==> src/bse_pkg.sv <==
// Package for the bit set engine: constants, operation codes and item types.
// No dependencies; every other file of the block imports it.

package bse_pkg;

  // Store geometry.
  localparam int unsigned WORD_BITS = 32;
  localparam int unsigned NWORDS    = 32;
  localparam int unsigned WORD_AW   = 5;

  // Largest capacity in use, in bit positions.
  localparam logic [10:0] CAP_MAX = 11'd1024;

  // Operation codes carried in the func field.
  typedef enum logic [3:0] {
    FN_ADD       = 4'd0,
    FN_REMOVE    = 4'd1,
    FN_TEST      = 4'd2,
    FN_MOVE      = 4'd3,
    FN_CLEAR     = 4'd4,
    FN_INVERT    = 4'd5,
    FN_NEXT      = 4'd6,
    FN_COUNT     = 4'd7,
    FN_EMPTY     = 4'd8,
    FN_OR_WORD   = 4'd9,
    FN_ANDNOT    = 4'd10,
    FN_CMP_WORD  = 4'd11
  } func_e;

  // One input item.
  typedef struct packed {
    logic [3:0]  func;
    logic [10:0] bit_index;
    logic [9:0]  target_index;
    logic [4:0]  word_index;
    logic [31:0] word_data;
  } bse_in_t;

  // One result item.
  typedef struct packed {
    logic        flag;
    logic        found;
    logic [9:0]  found_index;
    logic [10:0] member_count;
    logic        error;
  } bse_out_t;

endpackage

==> src/bse_if.sv <==
// Valid/ready channel interfaces for the bit set engine.
// Depends on bse_pkg for the payload types.

interface bse_in_if import bse_pkg::*; ();
  logic    valid;
  logic    ready;
  bse_in_t data;

  modport source (output valid, output data, input ready);
  modport sink   (input valid, input data, output ready);
endinterface

interface bse_out_if import bse_pkg::*; ();
  logic     valid;
  logic     ready;
  bse_out_t data;

  modport source (output valid, output data, input ready);
  modport sink   (input valid, input data, output ready);
endinterface

==> src/bit_set_engine_unit.sv <==
// Bit set engine: a 1024-bit set held in a 32 x 32 synchronous word memory.
// Clear, unknown codes, next at capacity and any error go straight to done; add, remove, test
// and word operations read one word and write back any change; move reads source and target,
// then writes target and, if needed, source; next, count, empty and invert walk one memory word per cycle.
// Next item is taken once the previous one has moved to the output register.
// Reset clears the per-word valid bits (empty set) and sets capacity to 1024; a capacity
// write reads the new last word and trims it on the next cycle, during which no item is taken.

module bit_set_engine_unit import bse_pkg::*; (
  input  logic         clk_i,
  input  logic         rst_ni,
  input  logic         cfg_we_i,
  input  logic [10:0]  cfg_wdata_i,
  bse_in_if.sink       in_i,
  bse_out_if.source    out_o
);

  typedef enum logic [6:0] {
    S_IDLE   = 7'b0000001,
    S_READ   = 7'b0000010,
    S_READ2  = 7'b0000100,
    S_WRSRC  = 7'b0001000,
    S_WALK   = 7'b0010000,
    S_TRIM   = 7'b0100000,
    S_DONE   = 7'b1000000
  } state_e;

  // Clamp a written capacity into the range 1 to 1024.
  function automatic logic [10:0] eff_cap(input logic [10:0] v);
    logic [10:0] c;
    c = v;
    if (v == 11'd0) c = 11'd1;
    if (v > CAP_MAX) c = CAP_MAX;
    return c;
  endfunction

  // Bits of word w that lie below capacity, given capacity minus one.
  function automatic logic [31:0] live_mask(input logic [4:0] w, input logic [9:0] cm1);
    logic [31:0] m;
    if (w < cm1[9:5]) m = '1;
    else if (w == cm1[9:5]) m = 32'hffff_ffff >> (5'd31 - cm1[4:0]);
    else m = '0;
    return m;
  endfunction

  function automatic logic [5:0] popcount(input logic [31:0] w);
    logic [5:0] n;
    n = '0;
    for (int i = 0; i < 32; i++) n = n + {5'd0, w[i]};
    return n;
  endfunction

  function automatic logic [4:0] lowest_set(input logic [31:0] w);
    logic [4:0] k;
    k = '0;
    for (int i = 31; i >= 0; i--) begin
      if (w[i]) k = 5'(i);
    end
    return k;
  endfunction

  state_e             state_q, state_d;
  logic [10:0]        cap_q, cap_d;
  logic [NWORDS-1:0]  vld_q, vld_d;
  bse_in_t            op_q, op_d;
  bse_out_t           res_q, res_d;
  bse_out_t           out_q;
  logic               out_valid_q;
  logic [31:0]        save_q, save_d;
  logic [5:0]         rp_q, rp_d;
  logic [4:0]         dw_q, dw_d;

  // Memory and its ports.
  logic [31:0]        mem [NWORDS];
  logic               mem_re, mem_we;
  logic [4:0]         mem_raddr, mem_waddr;
  logic [31:0]        mem_wdata;
  logic [31:0]        rd_word_q;
  logic               rd_vld_q;

  // Derived values.
  logic [9:0]         cap_m1;
  logic [5:0]         nw;
  logic [10:0]        cap_new, cap_new_m1;
  logic [31:0]        rd_data, bit_msk, tgt_msk, wd_live, walk_live, nx_word, mv_word;
  logic               mv_src, in_rdy, out_free, accept;

  assign cap_m1     = 10'(cap_q - 11'd1);
  assign nw         = {1'b0, cap_m1[9:5]} + 6'd1;
  assign cap_new    = eff_cap(cfg_wdata_i);
  assign cap_new_m1 = cap_new - 11'd1;

  // A word never written since it was last invalidated reads as zero.
  assign rd_data   = rd_vld_q ? rd_word_q : '0;
  assign bit_msk   = 32'd1 << op_q.bit_index[4:0];
  assign tgt_msk   = 32'd1 << op_q.target_index[4:0];
  assign wd_live   = op_q.word_data & live_mask(op_q.word_index, cap_m1);
  assign walk_live = live_mask(dw_q, cap_m1);
  assign nx_word   = (dw_q == op_q.bit_index[9:5])
                   ? (rd_data & (32'hffff_ffff << op_q.bit_index[4:0])) : rd_data;

  // Move: set the target to the source bit, then clear the source if it was set.
  always_comb begin
    mv_src  = save_q[op_q.bit_index[4:0]];
    mv_word = mv_src ? (rd_data | tgt_msk) : (rd_data & ~tgt_msk);
    if (mv_src && (op_q.bit_index[9:5] == op_q.target_index[9:5])) begin
      mv_word = mv_word & ~bit_msk;
    end
  end

  assign in_rdy   = (state_q == S_IDLE) && !cfg_we_i;
  assign accept   = in_i.valid && in_rdy;
  assign out_free = !out_valid_q || out_o.ready;

  assign in_i.ready  = in_rdy;
  assign out_o.valid = out_valid_q;
  assign out_o.data  = out_q;

  // Sequencer: read, modify and write back the word memory.
  always_comb begin
    state_d   = state_q;
    cap_d     = cap_q;
    vld_d     = vld_q;
    op_d      = op_q;
    res_d     = res_q;
    save_d    = save_q;
    rp_d      = rp_q;
    dw_d      = dw_q;
    mem_re    = 1'b0;
    mem_raddr = '0;
    mem_we    = 1'b0;
    mem_waddr = '0;
    mem_wdata = '0;

    unique case (state_q)
      S_IDLE: begin
        if (cfg_we_i) begin
          // Drop whole words beyond the new capacity, then trim the last one.
          cap_d = cap_new;
          for (int i = 0; i < int'(NWORDS); i++) begin
            if (5'(i) > cap_new_m1[9:5]) vld_d[i] = 1'b0;
          end
          mem_re    = 1'b1;
          mem_raddr = cap_new_m1[9:5];
          dw_d      = cap_new_m1[9:5];
          state_d   = S_TRIM;
        end else if (accept) begin
          op_d  = in_i.data;
          res_d = '0;
          case (in_i.data.func)
            FN_ADD, FN_REMOVE, FN_TEST: begin
              if (in_i.data.bit_index >= cap_q) begin
                res_d.error = 1'b1;
                state_d     = S_DONE;
              end else begin
                mem_re    = 1'b1;
                mem_raddr = in_i.data.bit_index[9:5];
                state_d   = S_READ;
              end
            end
            FN_MOVE: begin
              if ((in_i.data.bit_index >= cap_q)
                  || ({1'b0, in_i.data.target_index} >= cap_q)) begin
                res_d.error = 1'b1;
                state_d     = S_DONE;
              end else begin
                mem_re    = 1'b1;
                mem_raddr = in_i.data.bit_index[9:5];
                state_d   = S_READ;
              end
            end
            FN_CLEAR: begin
              // Words beyond capacity are already zero.
              vld_d   = '0;
              state_d = S_DONE;
            end
            FN_INVERT, FN_COUNT, FN_EMPTY: begin
              res_d.flag = (in_i.data.func == FN_EMPTY);
              mem_re     = 1'b1;
              mem_raddr  = '0;
              dw_d       = '0;
              rp_d       = 6'd1;
              state_d    = S_WALK;
            end
            FN_NEXT: begin
              if (in_i.data.bit_index > cap_q) begin
                res_d.error = 1'b1;
                state_d     = S_DONE;
              end else if (in_i.data.bit_index == cap_q) begin
                state_d = S_DONE;
              end else begin
                mem_re    = 1'b1;
                mem_raddr = in_i.data.bit_index[9:5];
                dw_d      = in_i.data.bit_index[9:5];
                rp_d      = {1'b0, in_i.data.bit_index[9:5]} + 6'd1;
                state_d   = S_WALK;
              end
            end
            FN_OR_WORD, FN_ANDNOT, FN_CMP_WORD: begin
              if ({1'b0, in_i.data.word_index} >= nw) begin
                res_d.error = 1'b1;
                state_d     = S_DONE;
              end else begin
                mem_re    = 1'b1;
                mem_raddr = in_i.data.word_index;
                state_d   = S_READ;
              end
            end
            default: begin
              state_d = S_DONE;
            end
          endcase
        end
      end

      S_READ: begin
        state_d = S_DONE;
        case (op_q.func)
          FN_ADD: begin
            mem_we    = 1'b1;
            mem_waddr = op_q.bit_index[9:5];
            mem_wdata = rd_data | bit_msk;
          end
          FN_REMOVE: begin
            mem_we    = 1'b1;
            mem_waddr = op_q.bit_index[9:5];
            mem_wdata = rd_data & ~bit_msk;
          end
          FN_TEST: begin
            res_d.flag = rd_data[op_q.bit_index[4:0]];
          end
          FN_MOVE: begin
            // Keep the source word and fetch the target word.
            save_d    = rd_data;
            mem_re    = 1'b1;
            mem_raddr = op_q.target_index[9:5];
            state_d   = S_READ2;
          end
          FN_OR_WORD: begin
            mem_we    = 1'b1;
            mem_waddr = op_q.word_index;
            mem_wdata = rd_data | wd_live;
          end
          FN_ANDNOT: begin
            mem_we    = 1'b1;
            mem_waddr = op_q.word_index;
            mem_wdata = rd_data & ~wd_live;
          end
          FN_CMP_WORD: begin
            res_d.flag = (rd_data == wd_live);
          end
          default: begin
          end
        endcase
      end

      S_READ2: begin
        mem_we    = 1'b1;
        mem_waddr = op_q.target_index[9:5];
        mem_wdata = mv_word;
        if (mv_src && (op_q.bit_index[9:5] != op_q.target_index[9:5])) begin
          state_d = S_WRSRC;
        end else begin
          state_d = S_DONE;
        end
      end

      S_WRSRC: begin
        mem_we    = 1'b1;
        mem_waddr = op_q.bit_index[9:5];
        mem_wdata = save_q & ~bit_msk;
        state_d   = S_DONE;
      end

      S_WALK: begin
        // Word dw_q is on the read port; the next read is issued alongside.
        case (op_q.func)
          FN_INVERT: begin
            mem_we    = 1'b1;
            mem_waddr = dw_q;
            mem_wdata = rd_data ^ walk_live;
          end
          FN_COUNT: begin
            res_d.member_count = res_q.member_count + {5'd0, popcount(rd_data)};
          end
          FN_EMPTY: begin
            if (rd_data != '0) res_d.flag = 1'b0;
          end
          FN_NEXT: begin
            if (!res_q.found && (nx_word != '0)) begin
              res_d.found       = 1'b1;
              res_d.found_index = {dw_q, lowest_set(nx_word)};
            end
          end
          default: begin
          end
        endcase
        if (rp_q < nw) begin
          mem_re    = 1'b1;
          mem_raddr = rp_q[4:0];
          dw_d      = rp_q[4:0];
          rp_d      = rp_q + 6'd1;
        end else begin
          state_d = S_DONE;
        end
      end

      S_TRIM: begin
        mem_we    = 1'b1;
        mem_waddr = dw_q;
        mem_wdata = rd_data & walk_live;
        state_d   = S_IDLE;
        if (cfg_we_i) begin
          // A further write: trim this word to both capacities, then fetch the new last word.
          cap_d     = cap_new;
          mem_wdata = rd_data & walk_live & live_mask(dw_q, cap_new_m1[9:0]);
          for (int i = 0; i < int'(NWORDS); i++) begin
            if (5'(i) > cap_new_m1[9:5]) vld_d[i] = 1'b0;
          end
          if (cap_new_m1[9:5] != dw_q) begin
            mem_re    = 1'b1;
            mem_raddr = cap_new_m1[9:5];
            dw_d      = cap_new_m1[9:5];
            state_d   = S_TRIM;
          end
        end
      end

      S_DONE: begin
        if (out_free) state_d = S_IDLE;
      end

      default: begin
        state_d = S_IDLE;
      end
    endcase

    // A written word becomes valid.
    if (mem_we) vld_d[mem_waddr] = 1'b1;
  end

  // Control registers.
  always_ff @(posedge clk_i or negedge rst_ni) begin
    if (!rst_ni) begin
      state_q     <= S_IDLE;
      cap_q       <= CAP_MAX;
      vld_q       <= '0;
      out_valid_q <= 1'b0;
      rd_vld_q    <= 1'b0;
    end else begin
      state_q <= state_d;
      cap_q   <= cap_d;
      vld_q   <= vld_d;
      if (mem_re) rd_vld_q <= vld_q[mem_raddr];
      if (state_q == S_DONE && out_free) begin
        out_valid_q <= 1'b1;
      end else if (out_o.ready) begin
        out_valid_q <= 1'b0;
      end
    end
  end

  // Payload registers.
  always_ff @(posedge clk_i) begin
    op_q   <= op_d;
    res_q  <= res_d;
    save_q <= save_d;
    rp_q   <= rp_d;
    dw_q   <= dw_d;
    if (state_q == S_DONE && out_free) out_q <= res_q;
  end

  // Word memory with registered read data.
  always_ff @(posedge clk_i) begin
    if (mem_we) mem[mem_waddr] <= mem_wdata;
    if (mem_re) rd_word_q <= mem[mem_raddr];
  end

  // The sequence never reads and writes the same word in one cycle.
  a_no_rw_clash: assert property (@(posedge clk_i) disable iff (!rst_ni)
    (mem_re && mem_we) |-> (mem_raddr != mem_waddr))
    else $error("memory read and write to the same word in one cycle");

  a_cap_range: assert property (@(posedge clk_i) disable iff (!rst_ni)
    (cap_q != 11'd0) && (cap_q <= CAP_MAX))
    else $error("effective capacity out of range");

  a_count_bound: assert property (@(posedge clk_i) disable iff (!rst_ni)
    (state_q == S_DONE) |-> (res_q.member_count <= cap_q))
    else $error("member count exceeds capacity");

  a_found_bound: assert property (@(posedge clk_i) disable iff (!rst_ni)
    ((state_q == S_DONE) && res_q.found) |-> ({1'b0, res_q.found_index} < cap_q))
    else $error("found index at or beyond capacity");

endmodule
==> src/flat_wrapper.sv <==
// flat-port wrapper written by rule: the top's interface ports become plain ports
module bit_set_engine_unit_flat import bse_pkg::*;
  (clk_i, rst_ni, cfg_we_i, cfg_wdata_i, in_i_valid, in_i_data, in_i_ready, out_o_valid, out_o_data, out_o_ready);
  bse_in_if in_i_i ();
  bse_out_if out_o_i ();
  input  logic clk_i;
  input  logic rst_ni;
  input  logic cfg_we_i;
  input  logic [10:0] cfg_wdata_i;
  input wire logic [$bits(in_i_i.valid)-1:0] in_i_valid;
  input wire logic [$bits(in_i_i.data)-1:0] in_i_data;
  output wire logic [$bits(in_i_i.ready)-1:0] in_i_ready;
  output wire logic [$bits(out_o_i.valid)-1:0] out_o_valid;
  output wire logic [$bits(out_o_i.data)-1:0] out_o_data;
  input wire logic [$bits(out_o_i.ready)-1:0] out_o_ready;
  assign in_i_i.valid = in_i_valid;
  assign in_i_i.data = in_i_data;
  assign in_i_ready = in_i_i.ready;
  assign out_o_valid = out_o_i.valid;
  assign out_o_data = out_o_i.data;
  assign out_o_i.ready = out_o_ready;
  bit_set_engine_unit u_core (.clk_i(clk_i), .rst_ni(rst_ni), .cfg_we_i(cfg_we_i), .cfg_wdata_i(cfg_wdata_i), .in_i(in_i_i), .out_o(out_o_i));
endmodule
==> config.mk <==
export PLATFORM = sky130hd
export DESIGN_NAME = bit_set_engine_unit_flat
export DESIGN_NICKNAME = d
export VERILOG_FILES = /design/src/bse_pkg.sv /design/src/bse_if.sv /design/src/bit_set_engine_unit.sv /design/src/flat_wrapper.sv
export SDC_FILE = /design/constraint.sdc
export NUM_CORES = 2
export LEC_CHECK = 0
export ABC_AREA = 1
export ABC_CLOCK_PERIOD_IN_PS = 16500
export BUFFER_PORTS_ARGS = -buffer_cell sky130_fd_sc_hd__buf_2
export CAP_MARGIN = 20
export CORE_MARGIN = 5
export CORE_UTILIZATION = 40
export DETAILED_ROUTE_END_ITERATION = 8
export PLACE_DENSITY = 0.61
export SYNTH_ARGS = -nofsm -noshare
export SYNTH_HDL_FRONTEND = slang
export SYNTH_SLANG_ARGS = --single-unit
==> constraint.sdc <==
create_clock -name clk_i -period 16.5 [get_ports clk_i]
set_input_delay 0.825 -clock clk_i [delete_from_list [all_inputs] [get_ports clk_i]]
set_output_delay 0.825 -clock clk_i [all_outputs]
set_load 0.01 [all_outputs]
==> reports/metrics.yaml <==
leakage_nw: 24.8
syn_avg_cell_area_um2: 10.9
cp-start-kind: "flip-flop"
grt_pass1_vias: 42402
yosysWarnings: 0
cpLargestDelayFamily: "adder cells"
final_cell_mix: "1,208 x edfxtp_1, 1,031 x nand2_1, 711 x inv_1"
slowest_stage: "fa_1"
hold_viol_final: 0
cpPeakStageDelay_ns: 0.60
num_vias: 44930
syn_inst: 5573
slew_viol_final: 0
fin_skew_ns: 0.0390
wl_per_cell_um: 27.2
overflow: 0
min_period_over_period: 0.496
dpl.hpwl_um: 130000
max_clock_freq_mhz: 122
synthSimpleGateAreaFrac: 0.129
maxCapViolCount: 0
cts_buffers: 136
core_area_um2: 152000
cts_buffer_depth: 3
crit_type: "reg -> reg"
cts.repair.resized: 0
synth_top_area_share: 0.597
crit_start: "u_core.rd_vld_q$_DFFE_PN0P_"
final_common_cell: "edfxtp_1"
ff2ff_setup_slack_ns: 8.31
layout-drive-gt1-share: 0.102
outcome: "finished, final reports clean"
worst_pin_slew_ns: 1.21
peakVddDrop_mv: 0.402
synth.net_count: 5780
clkTransAtPathRegs_ns: 0.06
worst-path-max-fanout: 30
start_util: 0.401
async_flop_share: 0.0413
finalNetCount: 5878
synth_top_cell_by_area: "edfxtp_1"
r2r_end: "u_core.res_q[10]$_DFFE_PP_"
yosys.area_share.adder: 0.0297
grt_start_max_net_pins: 224
ff2ff_path_depth: 29
rows: 143
cts_tree: "built"
tns_ns: 0
synth_seq_cells: 1260
ioPinCount: 104
synthXorXnorAreaFrac: 0.00533
synthToLayoutAreaGrowth_pct: 12.0
ctsHoldBuffers: 0
avgViaCountPerCell: 5.76
cpMostUsedCell: "fa_1"
netlist_top_cells_area: "edfxtp_1 60%, nand2_1 6.4%, o211ai_1 5.2%"
place.port_buffers: 103
end_kind: "flip-flop"
min_path_type: "in -> async"
ys_seq_area_frac: 0.619
relSlewSlack: 0.191
firstDrtPassIters: 8
synth_ff_type: "edfxtp_1"
grt_util_all_layers: 0.262
setup_viol: 0
die_w_um: 400
synth_compound_area_frac: 0.124
r2r-start: "u_core.rd_vld_q$_DFFE_PN0P_"
cts-root-buf: "clkbuf_16"
synth_top_family_by_area: "simple AND/OR/NAND/NOR gates"
power.density_cell_area_nw_per_um2: 194
cts_setup_buffers: 0
rsz0062_at_grt: "false"
h-tree-depth: 4
synth-edff-count: 1208
die_h_um: 400
clkLatencyLatePin_ns: 0.80
cts_sinks: 1260
drt_wl_total_um: 212000
worst-path-buf-inv: 6
fin_util: 0.449
drtIter0Drc: 4852
postRouteAntennaNets: 0
gp_congestion: 1.05
path_depth: 29
drc: 0
min_period_ns: 8.19
dieArea_um2: 160000
grt_pass1_wl_um: 303000
required_ns: 17.13
antenna_found_initial: 10
cp-endpoint: "u_core.res_q[10]$_DFFE_PP_"
arrival_ns: 8.82
synth_area_um2: 60700
synthMuxAreaShare: 0.0224
synth_cell_types: 67
-- worst min-delay path by stage --
stage                                 endpoint  slack [ns]  cells after the start
6_report           u_core.cap_q[6]$_DFFE_PN0P_        0.16                      2
5_1_grt              u_core.op_q[24]$_DFFE_PP_        0.16                      1
4_1_cts         u_core.out_o.valid$_DFFE_PN0P_        0.14                      2
3_5_place_dp   u_core.out_o.data[15]$_DFFE_PP_        0.41                      0
3_3_place_gp   u_core.out_o.data[17]$_DFFE_PP_        0.41                      0
2_1_floorplan   u_core.out_o.data[0]$_DFFE_PP_        0.40                      0
-- flip-flops by register name (all words and copies together) (netlist names) --
signal,count
u_core.cap_q,11
u_core.dw_q,5
u_core.mem,1024
u_core.op_q,61
u_core.out_o.data,24
u_core.out_o.valid,1
u_core.rd_vld_q,1
u_core.rd_word_q,32
u_core.res_q,24
u_core.rp_q,6
u_core.save_q,32
u_core.state_q,7
u_core.vld_q,32
-- worst reg2reg max path, delay by kind of cell, from the launching register on --
kind / cells / cell delay (ns)
fa+ha+maj: 9 / 4.47
xor+xnor: 1 / 0.15
compound gates: 5 / 1.05
flops: 1 / 0.41
simple gates: 8 / 1.08
buf+inv: 6 / 0.88
-- synth_stat cells (9+ instances only) --
cell type / n
a211oi_1: 9
a21oi_1: 104
a221oi_1: 24
a22oi_1: 18
a31o_2: 17
a31oi_1: 31
a32o_1: 10
buf_1: 16
buf_2: 88
buf_4: 28
buf_6: 27
clkbuf_1: 129
clkinv_1: 10
dfrtp_1: 50
edfxtp_1: 1208
fa_1: 25
ha_1: 104
inv_1: 713
inv_2: 13
mux2_2: 30
mux2i_1: 102
nand2_1: 1031
nand3_1: 398
nand4_1: 46
nor2_1: 297
nor2_2: 9
nor3_1: 48
nor4_1: 13
o2111ai_1: 20
o211ai_1: 423
o211ai_2: 18
o21a_1: 19
o21ai_0: 324
o21ai_1: 9
o221ai_1: 19
o22ai_1: 32
o311ai_0: 12
xor2_1: 30
-- final cells by class --
class | instances | area [µm²]
Clock buffer | 177 | 3660
Fill cell | 13995 | 83500
Multi-Input combinational cell | 3287 | 19200
Antenna cell | 5 | 12.5
Clock inverter | 62 | 482
Tap cell | 2030 | 2540
Sequential cell | 1260 | 37600
Inverter | 736 | 2770
Timing Repair Buffer | 250 | 1730
-- cells by family after synthesis --
family                   Yosys count
AND/OR/NAND/NOR                 1867
flip-flops                      1260
AO/OA/AOI/OAI                   1122
buffers and inverters           1026
multiplexers                     132
adder cells (fa/ha/maj)          129
XOR/XNOR                          37
-- report_power, final --
group          internal, mW  switching, mW
combinational          2.03           4.38
sequential             3.76          0.127
clock                  1.61           1.28
total                  7.39           5.79
-- per-layer routing --
| layer | vias to the layer above | GRT usage | routed length, µm |
|---|---|---|---|
| met1 | 22159 | 0.346 | 85400 |
| met5 | - | 0 | 27 |
| met4 | 4 | 0.140 | 13300 |
| met2 | 2141 | 0.408 | 95000 |
| li1 | 20087 | - | - |
| met3 | 539 | 0.0536 | 18600 |
-- through the flow --
stage	worst slack [ns]	area [µm²]	instances	power, mW	hold slack (ns)
after floorplan	8.97	60700	5573	8.16	0.400
after global placement	7.89	63700	7555	10.2	0.407
after detailed placement	7.76	63800	7558	10.2	0.406
after CTS	8.40	67900	7797	13.2	0.143
after global routing	7.66	68000	7804	14.2	0.162
final	8.31	68000	7807	13.2	0.165
(Power assumes the default switching activity.)
